===== src/hw/rtl/snli_front.sv =====
// Front end: accumulates channel sums and counts and emits one record per tick.
module snli_front #(
  parameter int unsigned SUM_W = 27,
  parameter int unsigned CNT_W = 11,
  parameter int unsigned MAX_ELEMENTS = 1024,
  localparam int unsigned REC_W = 3 * (SUM_W + CNT_W)
) (
  input  logic               clk_i,
  input  logic               rst_ni,
  input  logic               accept_i,
  input  logic signed [15:0] exc_value_i,
  input  logic               exc_valid_i,
  input  logic signed [15:0] inh_value_i,
  input  logic               inh_valid_i,
  input  logic signed [15:0] shunt_value_i,
  input  logic               shunt_valid_i,
  input  logic               tick_last_i,
  output logic               push_o,
  output logic [REC_W-1:0]   rec_o
);
  logic signed [SUM_W-1:0] esum_q, esum_d, isum_q, isum_d, ssum_q, ssum_d;
  logic [CNT_W-1:0]        ecnt_q, ecnt_d, icnt_q, icnt_d, scnt_q, scnt_d;
  logic                    e_take, i_take, s_take;

  assign e_take = accept_i && exc_valid_i && (ecnt_q < CNT_W'(MAX_ELEMENTS));
  assign i_take = accept_i && inh_valid_i && (icnt_q < CNT_W'(MAX_ELEMENTS));
  assign s_take = accept_i && shunt_valid_i && (scnt_q < CNT_W'(MAX_ELEMENTS));

  always_comb begin
    esum_d = esum_q;
    isum_d = isum_q;
    ssum_d = ssum_q;
    ecnt_d = ecnt_q;
    icnt_d = icnt_q;
    scnt_d = scnt_q;
    if (e_take) begin
      esum_d = esum_q + SUM_W'(exc_value_i);
      ecnt_d = ecnt_q + 1'b1;
    end
    if (i_take) begin
      isum_d = isum_q + SUM_W'(inh_value_i);
      icnt_d = icnt_q + 1'b1;
    end
    if (s_take) begin
      ssum_d = ssum_q + SUM_W'(shunt_value_i);
      scnt_d = scnt_q + 1'b1;
    end
  end

  assign push_o = accept_i && tick_last_i;
  assign rec_o  = {esum_d, isum_d, ssum_d, ecnt_d, icnt_d, scnt_d};

  always_ff @(posedge clk_i or negedge rst_ni) begin
    if (!rst_ni) begin
      esum_q <= '0;
      isum_q <= '0;
      ssum_q <= '0;
      ecnt_q <= '0;
      icnt_q <= '0;
      scnt_q <= '0;
    end else if (push_o) begin
      esum_q <= '0;
      isum_q <= '0;
      ssum_q <= '0;
      ecnt_q <= '0;
      icnt_q <= '0;
      scnt_q <= '0;
    end else begin
      esum_q <= esum_d;
      isum_q <= isum_d;
      ssum_q <= ssum_d;
      ecnt_q <= ecnt_d;
      icnt_q <= icnt_d;
      scnt_q <= scnt_d;
    end
  end

endmodule


===== config.mk =====
export PLATFORM = sky130hd
export DESIGN_NAME = snli_front
export DESIGN_NICKNAME = d
export VERILOG_FILES = /design/src/hw/rtl/snli_front.sv
export SDC_FILE = /design/constraint.sdc
export NUM_CORES = 1
export LEC_CHECK = 0
export BUFFER_PORTS_ARGS = -buffer_cell sky130_fd_sc_hd__buf_2
export CORE_ASPECT_RATIO = 1.2
export CORE_UTILIZATION = 40
export DETAILED_ROUTE_END_ITERATION = 7
export GPL_TIMING_DRIVEN = 0
export PLACE_DENSITY = 0.65
export SLEW_MARGIN = 20
export SYNTH_ARGS = -nofsm -noshare
export SYNTH_HDL_FRONTEND = slang
export SYNTH_SLANG_ARGS = --single-unit

===== constraint.sdc =====
create_clock -name clk_i -period 14.4 [get_ports clk_i]
set_clock_uncertainty 0.15 [all_clocks]
set_input_delay 3.6 -clock clk_i [delete_from_list [all_inputs] [get_ports clk_i]]
set_output_delay 3.6 -clock clk_i [all_outputs]
set_load 0.05 [all_outputs]

==> results of run 1 <==
==> flip-flops by register name (all words and copies together), names as in the netlist <==
register and count:
ecnt_q 11, icnt_q 11, ssum_q 27, esum_q 27, scnt_q 11, isum_q 27
==> worst max-delay path: cells and delay by family <==
kind | cells | cell delay, ps
fa+ha+maj | 2 | 540
simple gates | 1 | 210
xor+xnor | 1 | 170
buf+inv | 3 | 460
compound gates | 6 | 1590
==> layout make-up <==
type,instances,share of cell area [%]
plain buffers,49,1.79
flip-flops and latches,114,25.5
clock inverters,15,1.65
clock buffers,17,3.80
well taps,310,3.47
repair buffers,168,7.78
inverters,25,0.839
multi-input cells,966,55.2
==> stage by stage <==
stage          power, mW  setup slack (ps)  util (%)
6_report            1.89              4050      49.3
5_1_grt             2.01              3890      49.3
4_1_cts             1.90              4120      49.3
3_5_place_dp        1.44              4130      46.6
3_3_place_gp        1.43              4140      46.5
2_1_floorplan       1.21              4420         -
==> logic make-up after synthesis <==
| group | share of synthesized area [%] |
|---|---|
| simple gates | 23.7 |
| compound gates | 22.8 |
| flops | 30.6 |
| fa+ha+maj | 11.5 |
| xor+xnor | 7.71 |
| buf+inv | 3.16 |
| mux | 0.551 |
==> placed cells by master, fill, tap and decap left out, drive strengths merged, types with 4 or more instances in the layout <==
cell      count
xnor2        54
nor2b        12
and3         13
a21boi        4
o2111ai       4
ha           81
a211oi        8
o31ai        17
dfrtp       114
clkbuf       63
inv          28
o21bai       11
o211ai        5
nand3        41
or3          18
nor3b         5
a21o         34
nor2         47
xor2         28
nand4        16
a21oi       112
o21a          9
mux2i         4
o21ai        86
and2         76
buf         171
clkinvlp      6
a31oi        14
nor3         16
nand2       196
==> metal layers <==
layer	track usage, %	part of all wire (%)
met1	29.0	44
met2	40.5	48
met3	4.20	5.7
met4	8.98	2.7
met5	0	0
==> power breakdown <==
part / switching [mW] / internal (mW) / total [mW]
Clock: 0.171 / 0.274 / 0.445
Sequential: 0.0368 / 0.379 / 0.416
Combinational: 0.703 / 0.323 / 1.03
==> worst paths after layout <==
kind	from	end	slack, ps	cells after the start
min reg2reg	esum_q[23]	esum_q[23]	370	2
min in group asynchronous	rst_ni	esum_q[8]	2960	1
max in group asynchronous	rst_ni	scnt_q[6]	10410	2
max	shunt_value_i[0]	rec_o[57]	4050	13
max reg2reg	isum_q[0]	isum_q[20]	11270	11
min	esum_q[23]	esum_q[23]	370	2
==> results.md, run 1 <==
- Status: finished clean
- Post-synthesis sequential area ratio: 30.6%
- YS warnings: 0
- Startpoint types: primary input
- Post-Syn Nets: 1,293
- I/O Buffers: 167
- Cts bufs inserted: 17
- Total wire length: 27,600 um
- Non-filler instance count after layout: 1,664
- Final setup viols: 0
- GRT Resource Usage Total: 23.5%
- Routed len/inst: 16.6 um
- Hold_ws: 371 ps
- Synth-to-Final Area Change: 20.0%
- Crit-path cells: buf_2 > ha_1 > inv_1 > fa_1 > nor2b_1 > o31ai_2 > a311oi_1 > a21oi_1 > o21ai_1 > o31ai_1 > xor2_1 > a21oi_1 > buf_2
- Core outline area: 22,700 sq um
- Vias per Instance: 5.44
- Starting Density: 41.1%
- Unrepaired setup endpoints after global routing: no
- Max-slew headroom: 43.9%
- Clk_lat worst skew: 420 ps
- Primary FF master, synth: dfrtp_1
- Post-CTS setup buffer count: 0
- Final Hold Fails: 0
- Initial DRC count: 462
- First-pass GRT wire length: 44,300 um
- Nets: 1,480
- Top cells by area, synth: dfrtp_1 31%, ha_1 11%, nand2_1 7.9%
- CP required: 10,650 ps
- Post-DRT Antenna Nets: 0
- ANT cells: 0
- Share of cells above drive strength 1: 15.9%
- Post-Synthesis Cells: 1,154
- Slew Limit Fails: 0
- Worst-path clk slew: 60 ps
- Top cells by count, synth: 195 x nand2_1, 114 x dfrtp_1, 112 x a21oi_1
- Area of the multi-input gates: 6170 sq um
- Placed insts: 1,632
- Initial antenna violation count: 0
- Clk buf depth: 2
- Final weighted congestion in routability-driven placement: 0.922
- Die width: 141 um
- Synthesized area: 9310 sq um
- Number of flops mapped to enable cells by yosys: 0
- Synth unique cells: 75
- Post-synth top area cell: dfrtp_1
- Vias in the first global route: 8,975
- Largest net degree at the start of global routing: 76
- Slowest-stage cell, CP: a311oi_1
- Lkg Pwr: 5.59 nW
- Top cell type's share of synthesized area: 30.6%
- FF+latch area: 2850 sq um
- CP Class: in2out
- Post-layout min period: 10,350 ps
- Post-DP Area: 10,600 sq um
- H-tree levels: 4
- Tightest Hold Check Type: reg2reg
- DR DRC count: 0
- Post-route design area: 11,200 sq um
- Dpl hpwl: 21,200 um
- CP peak stage delay: 440 ps
- VDD IR-drop max: 0.0879 mV
- Ys async rst share: 100%
- Final-layout fill cell count: 2,310
- Pwr per Cell Area: 169 nW/um^2
- Grt total ovfl: 0
- FMAX: 96.7 MHz
- Worst-path fanout max: 4
- Worst Setup End Kind: output port
- Final period util: 71.8%
- Top-count cell post-synth: nand2_1
- Synth Register Bits: 114
- Vias: 9,048
- Hold-fix buffers, CTS: 0
- # IOs: 170
- Worst EP arrival: 6600 ps
- Total of max-cap violations: 0
- Post-cts gate resize count: 0
- Rows: 60
- Post-Syn Area per Cell: 8.07 sq um
- CTS tree: done
- CTS Sinks: 114
- Chip Height: 169 um
- Detailed-router iteration count before antenna repair: 5
- Die area: 23,900 sq um
- Clk Tree Root Cell: clkbuf_16
- Worst-margin pin slew: 839 ps
- Final setup TNS: 0 ps
(Power assumes the default switching activity.)
==> run 2: changes to the inputs <==
--- a/config.mk
+++ b/config.mk
@@ -5,12 +5,13 @@
 export SDC_FILE = /design/constraint.sdc
 export NUM_CORES = 1
 export LEC_CHECK = 0
+export ABC_AREA = 1
 export BUFFER_PORTS_ARGS = -buffer_cell sky130_fd_sc_hd__buf_2
 export CORE_ASPECT_RATIO = 1.2
 export CORE_UTILIZATION = 40
 export DETAILED_ROUTE_END_ITERATION = 7
 export GPL_TIMING_DRIVEN = 0
-export PLACE_DENSITY = 0.65
+export PLACE_DENSITY = 0.66
 export SLEW_MARGIN = 20
 export SYNTH_ARGS = -nofsm -noshare
 export SYNTH_HDL_FRONTEND = slang
==> constraint.sdc (replaced) <==
create_clock -name clk_i -period 8.4 [get_ports clk_i]
set_clock_uncertainty 0.15 [all_clocks]
set_input_delay 2.1 -clock clk_i [delete_from_list [all_inputs] [get_ports clk_i]]
set_output_delay 2.1 -clock clk_i [all_outputs]
set_load 0.05 [all_outputs]
==> results.md, run 2 <==
- Crit-path cells: buf_2 > ha_1 > inv_1 > fa_1 > inv_1 > nand3_1 > nand3_1 > nand2_1 > nand2_1 > nand3_1 > nand3_1 > nand2_1 > nand3_1 > nand2_1 > inv_1 > buf_2 (was buf_2 > ha_1 > inv_1 > fa_1 > nor2b_1 > o31ai_2 > a311oi_1 > a21oi_1 > o21ai_1 > o31ai_1 > xor2_1 > a21oi_1 > buf_2)
- Lkg Pwr: 8.32 nW (was 5.59 nW)
- Biggest regs: esum_q x27, isum_q x27, ssum_q x27 (unchanged)
- H-tree levels: 4 (unchanged)
- Startpoint types: primary input (unchanged)
- Share of cells above drive strength 1: 11.8% (was 15.9%)
- Synth-to-Final Area Change: 17.6% (was 20.0%)
- Routed len/inst: 13.6 um (was 16.6 um)
- Most common cell after layout, fill and taps aside: nand2_1 (unchanged)
- Post-Syn Area per Cell: 5.87 sq um (was 8.07 sq um)
- Slowest-stage cell, CP: fa_1 (was a311oi_1)
- Nets: 2,244 (was 1,480)
- Grt total ovfl: 0 (unchanged)
- Final setup TNS: 0 ps (unchanged)
- Number of cells on the critical path: 16 (was 13)
- Total wire length: 33,800 um (was 27,600 um)
- Total of max-cap violations: 0 (unchanged)
- Top cell type's share of synthesized area: 25.4% (was 30.6%)
- Worst-margin pin slew: 762 ps (was 839 ps)
- Vias per Instance: 4.72 (was 5.44)
- Hold Path Cell Cnt: 2 (unchanged)
- CTS tree: done (unchanged)
- Hold-fix buffers, CTS: 0 (unchanged)
- Core outline area: 27,300 sq um (was 22,700 sq um)
- Post-synthesis mux area share: 0% (was 0.551%)
- Clk buf depth: 2 (unchanged)
- Rows: 66 (was 60)
- I/O Buffers: 169 (was 167)
- Worst path top cell family by delay: simple AND/OR/NAND/NOR gates (was compound AO/OA/AOI/OAI gates)
- Synth unique cells: 35 (was 75)
- Number of flops mapped to enable cells by yosys: 0 (unchanged)
- Synth Register Bits: 114 (unchanged)
- Die width: 155 um (was 141 um)
- Initial DRC count: 622 (was 462)
- Initial antenna violation count: 0 (unchanged)
- ANT cells: 0 (unchanged)
- CP Class: in2out (unchanged)
- Worst-path fanout max: 4 (unchanged)
- Post-cts gate resize count: 0 (unchanged)
- Dpl hpwl: 27,100 um (was 21,200 um)
- Post-synth top area cell: dfrtp_1 (unchanged)
- GRT Resource Usage Total: 24.1% (was 23.5%)
- Status: finished clean (unchanged)
- Top cells by count, synth: 707 x nand2_1, 418 x inv_1, 185 x nor2_1 (was 195 x nand2_1, 114 x dfrtp_1, 112 x a21oi_1)
- Largest net degree at the start of global routing: 60 (was 76)
- Vias in the first global route: 11,248 (was 8,975)
- Post-synthesis sequential area ratio: 25.4% (was 30.6%)
- Primary FF master, synth: dfrtp_1 (unchanged)
- Post-CTS setup buffer count: 0 (unchanged)
- FF-to-FF setup slack: 5960 ps (was 11,270 ps)
- Compound-cell area share of the yosys netlist: 5.36% (was 22.8%)
- Worst-path clk slew: 60 ps (about the same)
- Post-synthesis xor/xnor area fraction: 4.21% (was 7.71%)
- Reg2Reg Depth: 13 (was 11)
- Final setup viols: 0 (unchanged)
- YS warnings: 0 (unchanged)
- Post-DRT Antenna Nets: 0 (unchanged)
- Final-layout fill cell count: 2,904 (was 2,310)
- FMAX: 153 MHz
- Worst EP arrival: 4280 ps (was 6600 ps)
- Die area: 28,800 sq um (was 23,900 sq um)
- Vias: 11,770 (was 9,048)
- Final weighted congestion in routability-driven placement: 0.954 (was 0.922)
- First-pass GRT wire length: 54,400 um (was 44,300 um)
- Post-Synthesis Cells: 1,916 (was 1,154)
- Worst Setup End Kind: output port (unchanged)
- Pwr per Cell Area: 239 nW/um^2 (was 169 nW/um^2)
- Critical Path Most Common Cell: nand3_1
- Commonest non-fill, non-tap cells in the layout: 707 x nand2_1, 418 x inv_1, 185 x nor2_1, 176 x buf_2, 122 x nand3_1 (was 195 x nand2_1, 167 x buf_2, 114 x dfrtp_1, 112 x a21oi_1, 81 x ha_1)
- Clk_lat worst skew: 440 ps (was 420 ps)
- Starting Density: 41.1% (about the same)
- Buf+Inv Stages, Crit Path: 5 (was 3)
- Final period util: 77.8%
- VDD IR-drop max: 0.118 mV (was 0.0879 mV)
- Top-count cell post-synth: nand2_1 (unchanged)
- Post-layout min period: 6530 ps
- Synthesized area: 11,200 sq um (was 9310 sq um)
- CP required: 6150 ps (was 10,650 ps)
- Post-synthesis adder-cell area fraction: 9.55% (was 11.5%)
- Simple-Gate Fraction of Synth Area: 40.4% (was 23.7%)
- Clk Tree Root Cell: clkbuf_16 (unchanged)
- Unrepaired setup endpoints after global routing: no (unchanged)
- DR DRC count: 0 (unchanged)
- Ys async rst share: 100% (unchanged)
- Chip Height: 186 um (was 169 um)
- Detailed-router iteration count before antenna repair: 5 (unchanged)
- Hold_ws: 400 ps (was 371 ps)
- Top cells by area, synth: dfrtp_1 25%, nand2_1 24%, inv_1 14% (was dfrtp_1 31%, ha_1 11%, nand2_1 7.9%)
- Final Hold Fails: 0 (unchanged)
- Cts bufs inserted: 17 (unchanged)
- CP peak stage delay: 430 ps (was 440 ps)
- Max-slew headroom: 49.2% (was 43.9%)
- Tightest Hold Check Type: reg2reg (unchanged)
- Largest family of logic cells by synthesized area: simple AND/OR/NAND/NOR gates (unchanged)
- Slew Limit Fails: 0 (unchanged)
- Post-Syn Nets: 2,055 (was 1,293)
- CTS Sinks: 114 (unchanged)
- # IOs: 170 (unchanged)
==> run 2: changes by cell type after synthesis, sizes merged, moves of 14 or more <==
cell    change
and2       -72
nor2      +142
a21o       -30
clkbuf     -28
a21oi      -36
o21ai      -52
nand2     +514
or3        -17
xnor2      -38
or2        +29
o31ai      -17
nand3      +83
inv       +394
a31oi      -14
==> run 2: stage by stage <==
stage / total power, mW / setup slack [ps] / area (sq um) / util (%) / instances
floorplan: 1.96 / 2330 / 11200 / - / 1916
global placement: 2.33 / 1910 / 12600 / 45.9 / 2459
detailed placement: 2.35 / 1910 / 12600 / 46.1 / 2460
CTS: 3.17 / 1900 / 13200 / 48.4 / 2492
global route: 3.39 / 1710 / 13200 / 48.4 / 2492
finish: 3.16 / 1870 / 13200 / 48.4 / 2492
==> run 2: power breakdown <==
group / switching [mW] / leakage (nW) / internal (mW) / total [mW]
sequential: 0.0529 / 1.50 / 0.635 / 0.688
combinational: 1.19 / 6.53 / 0.480 / 1.67
clock: 0.289 / 0.299 / 0.519 / 0.808
==> run 2: cell families (layout without fill, tap and decap cells) <==
group / Yosys count / in the layout
AND/OR/NAND/NOR: 1099 / 1099
buffers and inverters: 448 / 650
AO/OA/AOI/OAI: 117 / 117
flip-flops: 114 / 114
adder cells (fa/ha/maj): 84 / 84
XOR/XNOR: 54 / 54
==> run 2: final cells by class <==
class	instances	area, sq um	share of cell area, %
plain buffers	29	119	0.899
repair buffers	170	880	6.65
flip-flops and latches	114	2850	21.6
well taps	374	468	3.54
multi-input cells	1354	6700	50.6
inverters	419	1580	11.9
clock buffers	23	478	3.62
clock inverters	9	153	1.15
==> run 2: worst reg2reg max path: cells and delay by family (launching register included) <==
kind,cells,cell delay [ps]
adder cells (fa/ha/maj),2,620
buffers and inverters,2,180
flip-flops,1,340
AND/OR/NAND/NOR,9,1030
==> run 2: layer usage <==
layer	track usage, %	vias up	part of all wire (%)
met5	0	-	0
met4	7.76	0	1.9
met3	3.80	42	4.8
met2	42.9	273	49
met1	29.6	5310	44
li1	-	6145	-
==> run 2: worst paths after layout <==
kind | end | startpoint
setup / recovery | rec_o[111] | exc_value_i[0]
hold / removal | icnt_q[10] | icnt_q[10]
min in group asynchronous | ssum_q[11] | rst_ni
hold reg to reg | icnt_q[10] | icnt_q[10]
setup reg to reg | isum_q[24] | isum_q[0]
max in group asynchronous | isum_q[23] | rst_ni
