===== src/hw/rtl/snli_fifo.sv =====
// Short register queue carrying finished tick records from the front to the back.
module snli_fifo #(
  parameter int unsigned WIDTH = 8,
  parameter int unsigned DEPTH = 2
) (
  input  logic             clk_i,
  input  logic             rst_ni,
  input  logic             push_i,
  input  logic [WIDTH-1:0] data_i,
  input  logic             pop_i,
  output logic [WIDTH-1:0] data_o,
  output logic             empty_o,
  output logic             full_o
);
  localparam int unsigned PW = (DEPTH > 1) ? $clog2(DEPTH) : 1;
  localparam int unsigned CW = $clog2(DEPTH + 1);

  logic [WIDTH-1:0] mem_q [DEPTH];
  logic [PW-1:0]    wr_q, wr_d, rd_q, rd_d;
  logic [CW-1:0]    cnt_q, cnt_d;

  assign data_o  = mem_q[rd_q];
  assign empty_o = (cnt_q == '0);
  assign full_o  = (cnt_q == CW'(DEPTH));

  always_comb begin
    wr_d  = wr_q;
    rd_d  = rd_q;
    cnt_d = cnt_q;
    if (push_i) begin
      wr_d = (wr_q == PW'(DEPTH - 1)) ? '0 : wr_q + 1'b1;
    end
    if (pop_i) begin
      rd_d = (rd_q == PW'(DEPTH - 1)) ? '0 : rd_q + 1'b1;
    end
    if (push_i && !pop_i) begin
      cnt_d = cnt_q + 1'b1;
    end else if (pop_i && !push_i) begin
      cnt_d = cnt_q - 1'b1;
    end
  end

  always_ff @(posedge clk_i or negedge rst_ni) begin
    if (!rst_ni) begin
      wr_q  <= '0;
      rd_q  <= '0;
      cnt_q <= '0;
    end else begin
      wr_q  <= wr_d;
      rd_q  <= rd_d;
      cnt_q <= cnt_d;
    end
  end

  always_ff @(posedge clk_i) begin
    if (push_i) begin
      mem_q[wr_q] <= data_i;
    end
  end

endmodule


===== config.mk =====
export PLATFORM = sky130hd
export DESIGN_NAME = snli_fifo
export DESIGN_NICKNAME = d
export VERILOG_FILES = /design/src/hw/rtl/snli_fifo.sv
export SDC_FILE = /design/constraint.sdc
export NUM_CORES = 1
export LEC_CHECK = 0
export BUFFER_PORTS_ARGS = -buffer_cell sky130_fd_sc_hd__buf_2
export CORE_MARGIN = 5
export CORE_UTILIZATION = 48
export CTS_CLUSTER_SIZE = 10
export DETAILED_ROUTE_END_ITERATION = 12
export GPL_TIMING_DRIVEN = 1
export PLACE_DENSITY = 0.73
export REMOVE_ABC_BUFFERS = 1
export SYNTH_ARGS = -nofsm -noshare
export SYNTH_HDL_FRONTEND = slang
export SYNTH_SLANG_ARGS = --single-unit

===== constraint.sdc =====
create_clock -name clk_i -period 1.69 [get_ports clk_i]
set_clock_uncertainty 0.1 [all_clocks]
set_input_delay 0.2535 -clock clk_i [delete_from_list [all_inputs] [get_ports clk_i]]
set_output_delay 0.2535 -clock clk_i [all_outputs]
set_load 0.005 [all_outputs]

==> results.py, run 1 <==
metrics = {
    "floorplanning": {
        "rows": 14,
        "placeableCoreArea_um2": 1506,
        "start_util_pct": 51.16,
        "ios": 22,
        "die_h_um": 50.07,
        "die_area_um2": 2507,
        "dieWidth_um": 50.07,
    },
    "timing": {
        "fin_crit_ns": 1.618,
        "hold_viol_final": 0,
        "tightestPinTransition_ns": 0.3757,
        "min_period_over_period_pct": 95.73,
        "rsz0062_at_grt": "no",
        "fmax_mhz": 618.1,
        "relSlewSlack_pct": 74.95,
        "setup_viol": 0,
        "setup_tns_ns": 0,
        "setup_slack_ns": 0.07223,
        "slew_viol_final": 0,
    },
    "run": {
        "maxCapViolCount": 0,
    },
    "synth": {
        "yosysWarnings": 0,
        "synth_top_cell_by_area": "edfxtp_1",
        "syn_area_um2": 770.7,
        "synth_cell_types": 12,
        "async_flop_share_pct": 20.00,
        "synth_edf_count": 16,
        "yosysMostFrequentCell": "edfxtp_1",
        "synth_commonest_cells": "edfxtp_1, mux2_2, dfrtp_1, xor2_1, nor2_1",
        "yosys.area.top_type_share_pct": 62.34,
        "seq_area_frac_synth_pct": 75.32,
        "synth.avg_cell_area_um2": 18.80,
        "synth_seq_cells": 20,
        "netlist_instances": 41,
        "synth.area.top_cells": "edfxtp_1, dfrtp_1, mux2_2",
        "synth_ff_type": "edfxtp_1",
    },
    "drt": {
        "wl_per_cell_um": 14.27,
        "remaining_drc_errors": 0,
        "vias": 402,
        "routed_via_density": 4.902,
        "wl_um": 1170,
        "drtIter0Drc": 3,
        "ant_nets": 0,
        "drtPass1Iterations": 4,
    },
    "cells_and_area": {
        "fin_nets": 81,
        "syn_to_final_growth_pct": 20.13,
        "diodes": 0,
        "final_layout_size_suffix_gt1_share_pct": 53.03,
    },
    "global_routing": {
        "grt_pass1_vias": 436,
        "antenna_found_initial": 0,
        "grt_pass1_wl_um": 1925,
        "grt_max_degree": 11,
        "grt_usage_pct": 10.04,
        "grt_overflow": 0,
    },
    "run_status": {
        "status": "finished, final reports clean",
    },
    "worst_setup_path": {
        "worstPathArrival_ns": 1.26,
        "cpPeakStageDelay_ns": 0.49,
        "start_kind": "flop",
        "path_buf_inv": 1,
        "worstSetupEndpointType": "output port",
        "path_max_fanout": 9,
        "cpLargestDelayFamily": "flip-flops",
        "required_ns": 1.34,
        "crit_type": "flop to output port",
        "crit_path_top_delay_cell": "dfrtp_2",
        "crit_chain": "mux2_2 -> buf_2",
    },
    "power": {
        "power.leakage_nw": 0.3825,
        "powerDensity_nw_per_um2": 1451,
        "ir_drop_v": 0.0007092,
    },
    "clock_network": {
        "cts_buffers": 3,
        "cts_tree": "yes",
        "cts.clk_slew.worst_paths_ns": 0.10,
        "clk_latency_ns": 0.28,
        "clock-sinks": 20,
        "htree_levels": 1,
        "clockBufferDepth": 2,
        "root_buffer": "clkbuf_4",
    },
    "placement": {
        "pre_cts_slack_ns": 0.2839,
        "numPortBuffers": 21,
        "gp_congestion": 0.6435,
        "hpwl_um": 889.6,
    },
    "hold_path": {
        "min_path_type": "input port to flop",
    },
}
per-layer routing:
metal	share of wire, %	vias to the layer above	track usage (%)	wire length [um]
met5	0	-	0	0
met4	0	0	3.930	0
met3	6.2	0	3.614	72
met2	51	10	16.53	599
met1	43	193	11.72	498
li1	-	199	-	-
final cells by class:
cell class	instances	area (um2)
sequential	20	581.8
fill	130	580.6
multi-input combinational	19	175.2
timing repair buffer	23	122.6
clock buffer	3	22.52
tap	16	20.02
inverter	1	3.754
layout by cell type (no fill, tap or decap), drive strengths merged:
cell type and count:
nor2 2, xor2 4, buf 22, inv 1, and2b 1, dlygate4sd3 1
nor2b 1, clkbuf 3, mux2 8, xnor2 1, dfrtp 4, ha 1
and2 1, edfxtp 16
final timing paths:
kind | slack, ns | depth (start not counted) | start | to
max reg2reg | 0.50 | 1 | wr_q | mem_q[1][7]
min reg2reg | 0.40 | 1 | cnt_q[1] | cnt_q[1]
max | 0.07 | 2 | rd_q | data_o[1]
min in group asynchronous | 0.19 | 2 | rst_ni | cnt_q[1]
max in group asynchronous | 1.17 | 2 | rst_ni | rd_q
min | 0.05 | 1 | data_i[5] | mem_q[0][5]
kinds of logic after synthesis:
logic type / synth area share, %
xor+xnor: 5.682
fa+ha+maj: 1.623
buf+inv: 1.947
flops: 75.33
mux: 11.69
simple gates: 3.735
flip-flops by register name, summed over array words and instances (netlist names):
register and count:
mem_q 16, cnt_q 2, rd_q 1, wr_q 1
timing repair:
item | CTS | global route
gates resized for setup | 1 | 0
hold buffers | 1 | 0
endpoints found under the hold margin | 4 | 0
setup endpoints to repair | 8 | 0
setup buffers | 0 | 0
stage by stage:
stage / util [%] / cells / area, um2 / power (mW) / hold WS (ns)
CTS: 61.46 / 82 / 925.9 / 1.366 / 0.03692
global route: 61.46 / 82 / 925.9 / 1.424 / 0.03212
floorplan: - / 40 / 759.5 / 0.9742 / -0.1421
finish: 61.46 / 82 / 925.9 / 1.344 / 0.04766
detailed placement: 59.22 / 78 / 892.1 / 1.151 / -0.03062
global placement: 59.22 / 78 / 892.1 / 1.138 / -0.03839
where the power goes:
group,total (mW),switching (mW),internal [mW]
Combinational,0.368,0.145,0.223
Sequential,0.765,0.0928,0.672
Clock,0.211,0.128,0.0828
Total,1.34,0.366,0.978
(Power assumes the default switching activity.)
==> inputs of run 2 (changes only) <==
CTS_CLUSTER_DIAMETER = 30   (was default)
PLACE_DENSITY = 0.75   (was 0.73)
clock period = 1.7 ns   (was 1.69 ns; I/O delays follow)
==> run 2 against run 1 <==
Compared with the run above: sequential share of layout area unchanged; first-iteration DRC count unchanged; routed wire length increased by 1.9%; core utilization unchanged; flip-flop and latch count unchanged; clock power about the same; combinational power about the same; non-clock buffer count unchanged; via count decreased by 0.75%; clock-buffer cell count unchanged; register-to-register slack got worse by 0.05 ns; critical path type unchanged.
==> results.py, run 2 (synthesis results as in run 1) <==
metrics = {
    "floorplanning": {
        "dieWidth_um": 50.07,
        "placeableCoreArea_um2": 1506,
        "start_util_pct": 51.16,
        "die_h_um": 50.07,
        "rows": 14,
        "ios": 22,
        "die_area_um2": 2507,
    },
    "clock_network": {
        "root_buffer": "clkbuf_4",
        "cts_tree": "yes",
        "clk_latency_ns": 0.28,
        "htree_levels": 1,
        "clockBufferDepth": 2,
        "cts_buffers": 3,
        "cts.clk_slew.worst_paths_ns": 0.10,
        "clock-sinks": 20,
    },
    "placement": {
        "dp.cells": 78,
        "gp_congestion": 0.6272,
        "numPortBuffers": 21,
        "pre_cts_slack_ns": 0.2668,
    },
    "worst_setup_path": {
        "required_ns": 1.34,
        "start_kind": "flop",
        "crit_chain": "mux2_2 -> buf_2",
        "r2r_end": "mem_q[0][0]",
        "path_max_fanout": 9,
        "crit_path_top_delay_cell": "dfrtp_2",
        "crit_type": "flop to output port",
        "cpPeakStageDelay_ns": 0.49,
        "timing.rr.start": "wr_q",
        "reg2regPathDepth": 2,
        "path_buf_inv": 1,
        "worstPathArrival_ns": 1.27,
        "worstSetupEndpointType": "output port",
        "rrSetupSlack_ns": 0.45,
        "cpLargestDelayFamily": "flip-flops",
    },
    "timing": {
        "tightestPinTransition_ns": 0.3675,
        "slew_viol_final": 0,
        "hold_viol_final": 0,
        "fmax_mhz": 615.2,
        "setup_viol": 0,
        "relSlewSlack_pct": 75.50,
        "min_period_over_period_pct": 95.62,
        "rsz0062_at_grt": "yes",
        "fin_crit_ns": 1.625,
        "setup_slack_ns": 0.07454,
    },
    "global_routing": {
        "use_met2_pct": 17.99,
        "grt_overflow": 0,
        "antenna_found_initial": 0,
        "gr-usage-met3_pct": 3.614,
        "busiest_layer": "met2",
        "grt_usage_pct": 10.61,
        "grt_pass1_wl_um": 1973,
        "grt_max_degree": 11,
        "grt_pass1_vias": 437,
        "use_met1_pct": 12.11,
    },
    "hold_path": {
        "holdCritStartpoint": "data_i[1]",
        "min_path_cells": 1,
        "holdPathEnd": "mem_q[1][1]",
        "min_path_type": "input port to flop",
    },
    "cells_and_area": {
        "largest_register_ffs": 16,
        "largest_register": "mem_q",
        "diodes": 0,
        "final_common_cell": "buf_2",
        "mostFrequentLayoutCells": "buf_2, edfxtp_1, mux2_2",
        "final_layout_size_suffix_gt1_share_pct": 53.03,
        "reg_top3": "mem_q x16, cnt_q x2",
        "syn_to_final_growth_pct": 20.13,
        "finalNonFillerCells": 82,
        "fin_nets": 81,
    },
    "drt": {
        "ant_nets": 0,
        "wl_um": 1192,
        "wl_per_cell_um": 14.54,
        "remaining_drc_errors": 0,
        "drtPass1Iterations": 2,
        "vias": 399,
        "drtIter0Drc": 3,
        "routed_via_density": 4.866,
    },
    "run": {
        "maxCapViolCount": 0,
    },
    "power": {
        "ir_drop_v": 0.0007625,
        "powerDensity_nw_per_um2": 1442,
        "totalPowerFinal_mw": 1.335,
        "power.leakage_nw": 0.3825,
    },
    "run_status": {
        "status": "finished, final reports clean",
    },
}
-- run 2: cell counts in the layout (fill, tap and decap cells not counted) --
No cell type changed its count.
-- run 2: report_power, final --
part           internal (mW)  switching, mW
Clock                 0.0823          0.126
Combinational          0.222          0.144
Sequential             0.668         0.0925
Total                  0.972          0.363
-- run 2: how the worst max path moves through the flow --
| stage | start | endpoint | slack, ns | depth (start not counted) |
|---|---|---|---|---|
| floorplan | wr_q | mem_q[0][0] | 0.44 | 1 |
| global placement | rd_q | data_o[3] | 0.29 | 2 |
| detailed placement | rd_q | data_o[6] | 0.27 | 2 |
| CTS | rd_q | data_o[6] | 0.05 | 2 |
| global route | rd_q | data_o[2] | -0.004 | 2 |
| finish | rd_q | data_o[6] | 0.07 | 2 |
-- run 2: per-stage QoR --
stage | setup TNS [ns] | area, um2 | util (%) | hold WS [ns]
floorplan | 0 | 759.5 | - | -0.1406
global placement | 0 | 892.1 | 59.22 | -0.03506
detailed placement | 0 | 892.1 | 59.22 | -0.02818
CTS | 0 | 925.9 | 61.46 | 0.04527
global route | -0.003687 | 925.9 | 61.46 | 0.02608
finish | 0 | 925.9 | 61.46 | 0.05069
-- run 2: timing repair --
action | 4_1_cts | 5_1_grt
setup endpoints to repair | 8 | 1
gates resized for setup | 1 | 0
hold endpoints to repair | 4 | 0
hold buffers | 1 | 0
buffers inserted | 0 | 0
pin swaps | 0 | 0
-- run 2: cell type report --
type | count | area (um2)
well taps | 16 | 20.02
inverters | 1 | 3.754
fillers | 122 | 580.6
multi-input cells | 19 | 175.2
repair buffers | 23 | 122.6
clock buffers | 3 | 22.52
flip-flops and latches | 20 | 581.8
-- run 2: metal layers --
metal / vias up / wire length [um] / part of all wire, %
li1: 199 / - / -
met5: - / 0 / 0
met1: 187 / 468 / 39
met3: 0 / 90 / 7.6
met2: 13 / 633 / 53
met4: 0 / 0 / 0
==> inputs of run 3 (changes only) <==
CTS_CLUSTER_DIAMETER = default   (was 30)
SLEW_MARGIN = 10   (was default)
clock period = 1.5 ns   (was 1.7 ns; I/O delays follow)
==> run 3 against run 2 <==
Compared with the run above: the flow now finishes with violations (negative setup slack); critical path depth is 1 higher; sequential share of layout area shrank 3.8 points; global-route usage increased by 0.25 points; register-to-register slack got worse by 0.20 ns; cell area is 6.5% higher; sequential power increased by 9.3%; clock-buffer cell count stayed put; combinational power up 61%; flip-flop and latch count stayed put; routed wire length is 7.2% higher; core utilization up 4.0 points; critical endpoint is now data_o[2]; highest routed layer unchanged.
==> results.py, run 3 (synthesis results as in run 1) <==
metrics = {
    "cells_and_area": {
        "diodes": 0,
        "fin_nets": 85,
        "final_layout_size_suffix_gt1_share_pct": 54.29,
        "mostFrequentLayoutCells": "buf_2, edfxtp_1, mux2_2",
        "largest_register": "mem_q",
        "utilization_pct": 65.45,
        "syn_to_final_growth_pct": 27.92,
        "reg_top3": "mem_q x16, cnt_q x2",
        "largest_register_ffs": 16,
        "final_common_cell": "buf_2",
    },
    "power": {
        "ir_drop_v": 0.0008664,
        "powerDensity_nw_per_um2": 1680,
        "power.leakage_nw": 0.4164,
    },
    "worst_setup_path": {
        "start_kind": "flop",
        "path_max_fanout": 5,
        "worstPathArrival_ns": 1.26,
        "rrSetupSlack_ns": 0.25,
        "required_ns": 1.17,
        "crit_type": "flop to output port",
        "worstSetupEndpointType": "output port",
    },
    "global_routing": {
        "grt_max_degree": 11,
        "grt_overflow": 0,
        "grt_pass1_wl_um": 2007,
        "grt_pass1_vias": 450,
        "grt_usage_pct": 10.86,
        "antenna_found_initial": 0,
    },
    "drt": {
        "drtPass1Iterations": 3,
        "routed_via_density": 4.837,
        "drtIter0Drc": 4,
        "vias": 416,
        "wl_per_cell_um": 14.86,
        "remaining_drc_errors": 0,
        "ant_nets": 0,
        "wl_um": 1278,
    },
    "timing": {
        "min_period_over_period_pct": 105.9,
        "tightestPinTransition_ns": 0.3803,
        "setup_slack_ns": -0.08810,
        "rsz0062_at_grt": "yes",
        "hold_viol_final": 0,
        "slew_viol_final": 0,
        "setup_viol": 8,
        "relSlewSlack_pct": 74.65,
        "fin_crit_ns": 1.588,
        "hold-worst-slack_ns": 0.02074,
        "fmax_mhz": 629.7,
    },
    "clock_network": {
        "htree_levels": 1,
        "clk_latency_ns": 0.28,
        "clock-sinks": 20,
        "root_buffer": "clkbuf_4",
        "cts.clk_slew.worst_paths_ns": 0.10,
        "cts_buffers": 3,
        "clockBufferDepth": 2,
        "cts_tree": "yes",
    },
    "floorplanning": {
        "placeableCoreArea_um2": 1506,
        "ios": 22,
        "start_util_pct": 51.16,
        "rows": 14,
        "die_h_um": 50.07,
        "die_area_um2": 2507,
        "dieWidth_um": 50.07,
    },
    "run": {
        "maxCapViolCount": 0,
    },
    "run_status": {
        "violations": "negative setup slack",
        "status": "finished, violations left",
    },
    "placement": {
        "numPortBuffers": 21,
        "gp_congestion": 0.6272,
    },
    "hold_path": {
        "min_path_type": "input port to flop",
    },
}
run 3: changes by cell type in the layout (fill, tap and decap cells not counted), sizes merged:
| cell | before | now |
|---|---|---|
| buf | 22 | 25 |
| dlygate4sd3 | 1 | 2 |
run 3: worst paths after layout:
check                              endpoint       from  cells past startpoint
worst min-delay path            mem_q[0][5]  data_i[5]                      1
worst max-delay path              data_o[2]       rd_q                      3
max in group asynchronous              rd_q     rst_ni                      2
min in group asynchronous          cnt_q[0]     rst_ni                      2
worst min register to register     cnt_q[1]   cnt_q[1]                      1
worst max register to register  mem_q[0][0]       wr_q                      2
run 3: timing repair:
| item | CTS | global route |
|---|---|---|
| gates resized for setup | 4 | 5 |
| setup buffers | 2 | 1 |
| endpoints found under the setup margin | 8 | 8 |
| hold buffers | 1 | 1 |
| endpoints found under the hold margin | 4 | 2 |
run 3: cell type report:
cell class                 instances  area, um2
sequential                        20      581.8
fill                             114      520.5
multi-input combinational         19      182.7
timing repair buffer              27      175.2
clock buffer                       3      22.52
tap                               16      20.02
inverter                           1      3.754
run 3: worst max-delay path, cell delays in order (launching register included):
cell and delay [ns]:
dfrtp_2 0.43, buf_6 0.14, mux2_4 0.30, buf_6 0.12
run 3: where the power goes:
group,switching (mW),total (mW),leakage (nW),internal [mW]
clock network,0.143,0.236,0.0138,0.0932
logic,0.229,0.588,0.207,0.360
registers,0.0741,0.832,0.196,0.757
total,0.446,1.66,0.416,1.21
run 3: layer usage:
layer | GRT usage, % | part of all wire (%)
met1 | 12.11 | 39
met2 | 18.83 | 54
met3 | 3.614 | 6.9
met4 | 3.930 | 0
met5 | 0 | 0
run 3: metrics by stage:
stage	TNS, ns	std cells	power [mW]	instance area, um2	setup slack [ns]
after floorplan	0	40	1.098	759.5	0.2383
after global placement	0	78	1.279	892.1	0.1241
after detailed placement	0	78	1.303	892.1	0.09676
after CTS	-0.5255	84	1.595	944.7	-0.08174
after global routing	-1.060	86	1.766	985.9	-0.1450
final	-0.5588	86	1.656	985.9	-0.08810
